--- src/rtl/ccbd_pkg.sv ---
// Shared constants, state type and colour helpers of the centre-crop box downscaler.
package ccbd_pkg;

  localparam int OUT_SIDE_DEF = 96;
  localparam int MAX_SIDE_DEF = 4096;
  localparam int CFG_W        = 13;
  localparam int CFG_IDX_W    = 2;
  localparam int CH_W         = 8;
  localparam int COORD_W      = 7;
  localparam int LANES        = 3;

  localparam logic [CFG_IDX_W-1:0] REG_WIDTH  = 2'd0;
  localparam logic [CFG_IDX_W-1:0] REG_HEIGHT = 2'd1;
  localparam logic [CFG_IDX_W-1:0] REG_QUANT  = 2'd2;

  typedef enum logic [2:0] {
    ST_GEO_GO,
    ST_IDLE,
    ST_ACC,
    ST_DIV,
    ST_SEND
  } ccbd_state_t;

  function automatic logic [CH_W-1:0] quant5(input logic [CH_W-1:0] v);
    return {v[7:3], v[7:5]};
  endfunction

  function automatic logic [CH_W-1:0] quant6(input logic [CH_W-1:0] v);
    return {v[7:2], v[7:6]};
  endfunction

endpackage

--- src/rtl/ccbd_div.sv ---
// Three-lane restoring divider with a shared divisor, one quotient bit per cycle.
module ccbd_div
  import ccbd_pkg::*;
#(
  parameter int DVD_W = 20,
  parameter int DVS_W = 12
) (
  input  logic             clk,
  input  logic             rst,
  input  logic             start,
  input  logic [DVD_W-1:0] dividend [LANES],
  input  logic [DVS_W-1:0] divisor,
  output logic             done,
  output logic [DVD_W-1:0] quotient [LANES]
);

  localparam int CNT_W = $clog2(DVD_W + 1);

  logic [DVD_W-1:0] quo [LANES];
  logic [DVS_W-1:0] rem [LANES];
  logic [DVS_W-1:0] dvs;
  logic [CNT_W-1:0] steps;
  logic             run;

  // track the running division
  always_ff @(posedge clk) begin
    if (rst) begin
      run   <= 1'b0;
      done  <= 1'b0;
      steps <= '0;
    end else begin
      done <= 1'b0;
      if (start) begin
        run   <= 1'b1;
        steps <= CNT_W'(DVD_W);
      end else if (run) begin
        steps <= steps - 1'b1;
        if (steps == CNT_W'(1)) begin
          run  <= 1'b0;
          done <= 1'b1;
        end
      end
    end
  end

  // shift in one dividend bit and trial-subtract on each lane
  always_ff @(posedge clk) begin
    if (start) begin
      dvs <= divisor;
      for (int i = 0; i < LANES; i++) begin
        quo[i] <= dividend[i];
        rem[i] <= '0;
      end
    end else if (run) begin
      for (int i = 0; i < LANES; i++) begin
        if ({rem[i], quo[i][DVD_W-1]} >= {1'b0, dvs}) begin
          rem[i] <= DVS_W'({rem[i], quo[i][DVD_W-1]} - {1'b0, dvs});
          quo[i] <= {quo[i][DVD_W-2:0], 1'b1};
        end else begin
          rem[i] <= {rem[i][DVS_W-2:0], quo[i][DVD_W-1]};
          quo[i] <= {quo[i][DVD_W-2:0], 1'b0};
        end
      end
    end
  end

  assign quotient = quo;

endmodule

--- config.mk ---
export PLATFORM = sky130hd
export DESIGN_NAME = ccbd_div
export DESIGN_NICKNAME = d
export VERILOG_FILES = /design/src/rtl/ccbd_pkg.sv /design/src/rtl/ccbd_div.sv
export SDC_FILE = /design/constraint.sdc
export NUM_CORES = 1
export LEC_CHECK = 0
export BUFFER_PORTS_ARGS = -buffer_cell sky130_fd_sc_hd__buf_2
export CAP_MARGIN = 20
export CORE_MARGIN = 2
export CORE_UTILIZATION = 35
export DETAILED_ROUTE_END_ITERATION = 7
export HOLD_SLACK_MARGIN = 0.03
export PLACE_DENSITY = 0.61
export REMOVE_ABC_BUFFERS = 1
export SKIP_LAST_GASP = 1
export SLEW_MARGIN = 10
export SYNTH_ARGS = -nofsm -noshare
export SYNTH_HDL_FRONTEND = slang
export SYNTH_SLANG_ARGS = --single-unit
export TNS_END_PERCENT = 30
--- constraint.sdc ---
create_clock -name clk -period 5.9 [get_ports clk]
set_clock_uncertainty 0.05 [all_clocks]
set_input_delay 1.77 -clock clk [delete_from_list [all_inputs] [get_ports clk]]
set_output_delay 1.77 -clock clk [all_outputs]
set_load 0.01 [all_outputs]
==> impl_metrics.env, run 1 <==
export IMPL_multi_input_area_sq_mm=0.00298
export IMPL_cts_resized=0
export IMPL_hold_end="steps[1]$_SDFFE_PP0P_"
export IMPL_cts_hold_buf=0
export IMPL_cts_reportedPaths_clkPinSlew_ns=0.05
export IMPL_post_cts_buffers=0
export IMPL_synthFlopType="edfxtp_1"
export IMPL_r2r_end="rem[2][10]$_DFFE_PP_"
export IMPL_drc_errors=0
export IMPL_drive_above_1_share=0.356
export IMPL_path_cells="buf_4 > or2_4 > buf_4"
export IMPL_clkLatencyLatePin_ns=0.41
export IMPL_cap_violations=0
export IMPL_synthArstFlopShare=0
export IMPL_use_met2=0.257
export IMPL_dieArea_sq_mm=0.0198
export IMPL_cts_buffer_depth=2
export IMPL_synth_edf_count=108
export IMPL_avgSynthCellArea_sq_um=12.2
export IMPL_path_depth=3
export IMPL_cts_root_buf="clkbuf_16"
export IMPL_dpl_hpwl_mm=11.0
export IMPL_most_common_layout_cells="134 x buf_2, 108 x edfxtp_1, 59 x mux2_2"
export IMPL_max_stage_delay_ns=0.85
export IMPL_layout_commonest_cell="buf_2"
export IMPL_route_detailed_wl_per_inst_um=16.6
export IMPL_crit_path_end_kind="flip-flop"
export IMPL_vias=4706
export IMPL_post_route_period_util=0.593
export IMPL_ant_nets=0
export IMPL_synth_cell_type_count=58
export IMPL_nFillCells=1732
export IMPL_worstHoldStart="steps[1]$_SDFFE_PP0P_"
export IMPL_die_h_um=141
export IMPL_place_congestion=0.860
export IMPL_rsz0062_at_grt="no"
export IMPL_grt_ovfl_total=0
export IMPL_worstSetupPathType="primary input to flip-flop"
export IMPL_whs_path_depth=2
export IMPL_yosys_warnings=0
export IMPL_crit_slowest_cell="or2_4"
export IMPL_p_total_mw=2.58
export IMPL_syn_to_final_growth_pct=22.4
export IMPL_synth_area_sq_mm=0.00653
export IMPL_status="finished clean"
export IMPL_finalSetupTns_ns=0
export IMPL_timing_fmax_ghz=0.286
export IMPL_final_hold_violation_count=0
export IMPL_io_buffers=135
export IMPL_tightest_slew_ns=0.971
export IMPL_use_met1=0.186
export IMPL_nets=789
export IMPL_cp_data_required_time_ns=5.92
export IMPL_grt_pass1_wl_mm=24.3
export IMPL_htreeDepth=4
export IMPL_reg2reg_depth=11
export IMPL_use_met3=0.0595
export IMPL_critPathMaxFanout=68
export IMPL_regArea_sq_mm=0.00338
export IMPL_r2r_slack_ns=3.01
export IMPL_antennaDiodeCount=0
export IMPL_via_per_inst=5.14
export IMPL_grt_use_total=0.156
export IMPL_yosys_register_bits=115
export IMPL_ir_worst_vdd_mv=0.171
export IMPL_drv_slew=0
export IMPL_routed_wl_mm=15.2
export IMPL_hold_ws_ns=0.465
export IMPL_first_pass_iters=4
export IMPL_setup_violations=0
export IMPL_grt_max_degree=69
export IMPL_cp_start_kind="primary input"
export IMPL_switching_share=0.288
export IMPL_hold_path_class="flip-flop to flip-flop"
export IMPL_min_period_ns=3.50
export IMPL_syn_inst=533
export IMPL_yosysSeqAreaShare=0.518
export IMPL_first_global_vias=4818
export IMPL_antenna_found_initial=0
export IMPL_p_sw_uw=744
export IMPL_path_common_cell="buf_4"
export IMPL_timing_rr_start="quotient[19]$_DFFE_PP_"
export IMPL_clock_power_share=0.370
export IMPL_initial_core_util=0.360
export IMPL_combPwrFrac=0.224
export IMPL_grt_busiest_layer="met2"
export IMPL_initialDrtViolationCount=207
export IMPL_crit_buf_inv=2
export IMPL_power_density_mw_per_mm2=323
export IMPL_seq_power_share=0.406
export IMPL_io_pins=136
export IMPL_timing_slew_headroom=0.353
export IMPL_clock_sinks=115
export IMPL_cts_tree="done"
export IMPL_p_leak_nw=3.27
export IMPL_crit_family="simple AND/OR/NAND/NOR gates"
export IMPL_num_rows=49
export IMPL_p_int_mw=1.83
export IMPL_cts_made_buffers=17
export IMPL_coreArea_sq_mm=0.0181
export IMPL_fp_dieW_um=141
export IMPL_cp_arrival_ns=3.51
cell usage after synthesis, drive strengths merged (3+ instances only):
master,n,area share
ha,38,0.073
a31oi,4,0.0048
or2,4,0.0038
xnor2,21,0.028
nor2,48,0.028
nand2,19,0.011
a21o,5,0.0058
o21a,8,0.0092
o31a,5,0.0067
a2111oi,3,0.0050
mux2i,21,0.032
fa,3,0.0092
o31ai,3,0.0035
a211oi,7,0.0096
a21oi,28,0.024
and3,4,0.0038
xor2,5,0.0067
buf,5,0.0052
edfxtp,108,0.50
nor3,15,0.012
o21bai,5,0.0063
nand3,14,0.012
nor2b,11,0.011
clkbuf,13,0.0075
mux2,59,0.10
o21ai,19,0.015
inv,23,0.013
dfxtp,7,0.021
worst register-to-register path, stage by stage (launching register included):
cell	delay, ns
edfxtp_1	0.43
inv_1	0.08
ha_1	0.16
inv_1	0.05
fa_1	0.40
a21o_1	0.22
a2111oi_2	0.51
o211ai_1	0.18
a21oi_1	0.21
xnor2_1	0.09
mux2i_1	0.18
nor2_1	0.06
cell type report:
type                    count  share of cell area
well taps                 229              0.0359
flip-flops and latches    115               0.424
repair buffers            139              0.0887
clock inverters            13              0.0139
multi-input cells         377               0.373
clock buffers              19              0.0542
inverters                  23              0.0108
power by group through the flow:
stage          combinational [mW]  clock, mW  sequential [mW]
2_1_floorplan               0.389          0             1.07
3_3_place_gp                0.563          0             1.06
3_5_place_dp                0.578          0             1.06
4_1_cts                     0.583      0.970             1.05
5_1_grt                     0.640       1.01             1.06
6_report                    0.578      0.954             1.05
how the worst max path moves through the flow:
stage / start / to
2_1_floorplan: start / quotient[0]$_DFFE_PP_
3_3_place_gp: start / quotient[35]$_DFFE_PP_
3_5_place_dp: start / quotient[38]$_DFFE_PP_
4_1_cts: start / quotient[6]$_DFFE_PP_
5_1_grt: start / quotient[6]$_DFFE_PP_
6_report: start / quotient[6]$_DFFE_PP_
per-stage QoR:
stage | instances | util | instance area (sq um) | setup slack, ns
after floorplan | 515 | - | 6440 | 2.46
after global placement | 883 | 0.410 | 7440 | 2.00
after detailed placement | 883 | 0.410 | 7440 | 1.94
after CTS | 915 | 0.440 | 7990 | 2.37
after global routing | 915 | 0.440 | 7990 | 2.24
final | 915 | 0.440 | 7990 | 2.40
cells by family after synthesis:
family,Yosys count,share of synthesized area
compound gates,101,0.109
xor+xnor,26,0.0349
flops,115,0.518
buf+inv,41,0.0259
fa+ha+maj,41,0.0820
simple gates,129,0.0962
mux,80,0.134
flip-flops by register name, summed over array words and instances (netlist names):
signal	count
done	1
quotient	60
run	1
dvs	12
rem	36
steps	5
routing by layer:
metal	vias up	part of all wire
met3	10	0.086
met5	-	0
met4	0	0.011
li1	2297	-
met2	169	0.47
met1	2230	0.43
Power figures use the tool's default switching activity.
==> inputs of run 2 (changes only) <==
ABC_AREA = 1   (was not set)
clock period = 3.35 ns   (was 5.9 ns; I/O delays follow)
==> impl_metrics.env, run 2 <==
export IMPL_status="finished clean"
export IMPL_clkLatencyLatePin_ns=0.42
export IMPL_cp_start_kind="flip-flop"
export IMPL_coreArea_sq_mm=0.0204
export IMPL_syn_inst=953
export IMPL_die_h_um=149
export IMPL_finalSetupTns_ns=0
export IMPL_timing_fmax_ghz=0.403
export IMPL_cp_data_required_time_ns=3.46
export IMPL_synthFlopType="edfxtp_1"
export IMPL_ir_worst_vdd_mv=0.334
export IMPL_cts_made_buffers=17
export IMPL_synth_cell_type_count=35
export IMPL_yosysMostFrequentCell="nand2_1"
export IMPL_htreeDepth=4
export IMPL_final_util=0.434
export IMPL_p_leak_nw=4.59
export IMPL_drive_above_1_share=0.180
export IMPL_post_cts_buffers=0
export IMPL_min_period_ns=2.48
export IMPL_crit_slowest_cell="edfxtp_1"
export IMPL_timing_slew_headroom=0.488
export IMPL_seq_power_share=0.396
export IMPL_ant_nets=0
export IMPL_nets=1206
export IMPL_largest_reg_flops=60
export IMPL_vias=6459
export IMPL_worstSetupPathType="flip-flop to flip-flop"
export IMPL_place_congestion=0.893
export IMPL_cts_tree="done"
export IMPL_yosys_warnings=0
export IMPL_worst_slack_ns=0.867
export IMPL_grt_pass1_wl_mm=30.3
export IMPL_dpl_hpwl_mm=13.7
export IMPL_clock_power_share=0.358
export IMPL_cts_hold_buf=0
export IMPL_combPwrFrac=0.246
export IMPL_final_hold_violation_count=0
export IMPL_syn_to_final_growth_pct=20.8
export IMPL_io_pins=136
export IMPL_dieArea_sq_mm=0.0221
export IMPL_first_pass_iters=5
export IMPL_grt_use_total=0.173
export IMPL_crit_path_end_kind="flip-flop"
export IMPL_p_total_mw=4.66
export IMPL_via_per_inst=4.70
export IMPL_synth_largest_area_cell="edfxtp_1"
export IMPL_fp_dieW_um=149
export IMPL_crit_family="simple AND/OR/NAND/NOR gates"
export IMPL_synthTopCellsByCount="401 x nand2_1, 128 x inv_1, 108 x edfxtp_1, 88 x nor2_1, 49 x nand3_1"
export IMPL_setup_violations=0
export IMPL_tightest_slew_ns=0.767
export IMPL_switching_share=0.320
export IMPL_p_int_mw=3.17
export IMPL_avgSynthCellArea_sq_um=7.70
export IMPL_cap_violations=0
export IMPL_cp_arrival_ns=2.59
export IMPL_synth_edf_count=108
export IMPL_routed_wl_mm=18.4
export IMPL_cts_buffer_depth=2
export IMPL_io_buffers=135
export IMPL_max_stage_delay_ns=0.47
export IMPL_post_route_period_util=0.741
export IMPL_dp_slack_ns=0.766
export IMPL_grt_max_degree=75
export IMPL_crit_buf_inv=1
export IMPL_hold_ws_ns=0.420
export IMPL_yosys_register_bits=115
export IMPL_grt_ovfl_total=0
export IMPL_power_density_mw_per_mm2=525
export IMPL_initialDrtViolationCount=379
export IMPL_drc_errors=0
export IMPL_path_cells="inv_1 > ha_1 > nand2_1 > nor2_1 > nand2_1 > nand3_2 > nand2_2 > nand3_2 > nand2_1 > nor2_1 > nor2_1"
export IMPL_antennaDiodeCount=0
export IMPL_synthArstFlopShare=0
export IMPL_p_sw_mw=1.49
export IMPL_synthTopCellsByArea="edfxtp_1 44%, nand2_1 21%, inv_1 6.5%"
export IMPL_most_common_layout_cells="400 x nand2_1, 135 x buf_2, 128 x inv_1"
export IMPL_hold_path_class="flip-flop to flip-flop"
export IMPL_first_global_vias=6196
export IMPL_drv_slew=0
export IMPL_cts_resized=0
export IMPL_yosysSeqAreaShare=0.461
export IMPL_antenna_found_initial=0
export IMPL_rsz0062_at_grt="no"
export IMPL_num_rows=52
export IMPL_clock_sinks=115
export IMPL_yosys_area_top_type_share=0.442
export IMPL_cts_root_buf="clkbuf_16"
export IMPL_critPathMaxFanout=13
export IMPL_initial_core_util=0.359
export IMPL_route_detailed_wl_per_inst_um=13.4
export IMPL_synth_area_sq_mm=0.00734
export IMPL_layout_commonest_cell="nand2_1"
export IMPL_cts_reportedPaths_clkPinSlew_ns=0.05
run 2: cell types whose count changed in the layout (fill, tap and decap cells not counted), moves of 15 or more:
cell / before / now
mux2i_1: 21 / 0
mux2_2: 59 / 0
nor2_1: 47 / 87
nand2_1: 18 / 400
inv_1: 23 / 128
o21ai_0: 17 / 2
nand4_1: 2 / 37
xnor2_1: 21 / 4
nand3_1: 13 / 49
run 2: area by class of cell:
class                      count  area, sq um
multi-input combinational    684         3360
inverter                     130          488
clock buffer                  21          470
tap                          270          338
fill                        2092        11600
timing repair buffer         142          741
clock inverter                11         78.8
sequential                   115         3380
run 2: path summary, 6_finish.rpt:
path / start / end / slack [ns] / cells after the start
worst min register to register: steps[4]$_SDFFE_PP0P_ / steps[4]$_SDFFE_PP0P_ / 0.42 / 2
worst max-delay path: dvs[1]$_DFFE_PP_ / rem[0][8]$_SDFFCE_PN0P_ / 0.87 / 11
worst max register to register: dvs[1]$_DFFE_PP_ / rem[0][8]$_SDFFCE_PN0P_ / 0.87 / 11
worst min-delay path: steps[4]$_SDFFE_PP0P_ / steps[4]$_SDFFE_PP0P_ / 0.42 / 2
run 2: per-layer routing:
metal | wire length [um] | up-vias | global-route usage
met5 | 0 | - | 0
met4 | 322 | 0 | 0.0590
met3 | 1180 | 28 | 0.0456
met2 | 8510 | 206 | 0.282
met1 | 8420 | 2906 | 0.225
li1 | - | 3319 | -
run 2: logic make-up (layout without fill, tap and decap cells):
logic type,Yosys count,after routing,synth area share
AOI/OAI and AO/OA,25,25,0.0206
adders and majority gates,41,41,0.0730
and+or+nand+nor,606,606,0.348
buffers and inverters,154,304,0.0824
DFF,115,115,0.461
xor gates and xnor gates,12,12,0.0143
run 2: tightest hold or removal path: stages, from the launching register on:
cell,delay [ns]
dfxtp_1,0.31
nand2_1,0.06
a31oi_1,0.06
run 2: power by group through the flow:
stage / logic, mW / registers (mW) / clock network (mW)
after CTS: 1.15 / 1.84 / 1.71
after floorplan: 0.750 / 1.89 / 0
after global placement: 1.14 / 1.87 / 0
after global routing: 1.31 / 1.86 / 1.77
after detailed placement: 1.14 / 1.87 / 0
final: 1.15 / 1.84 / 1.67
run 2: per-stage QoR:
stage               instance area (sq um)  cells
floorplan                            7220    929
global placement                     8310   1341
detailed placement                   8310   1341
CTS                                  8860   1373
global route                         8860   1373
finish                               8860   1373
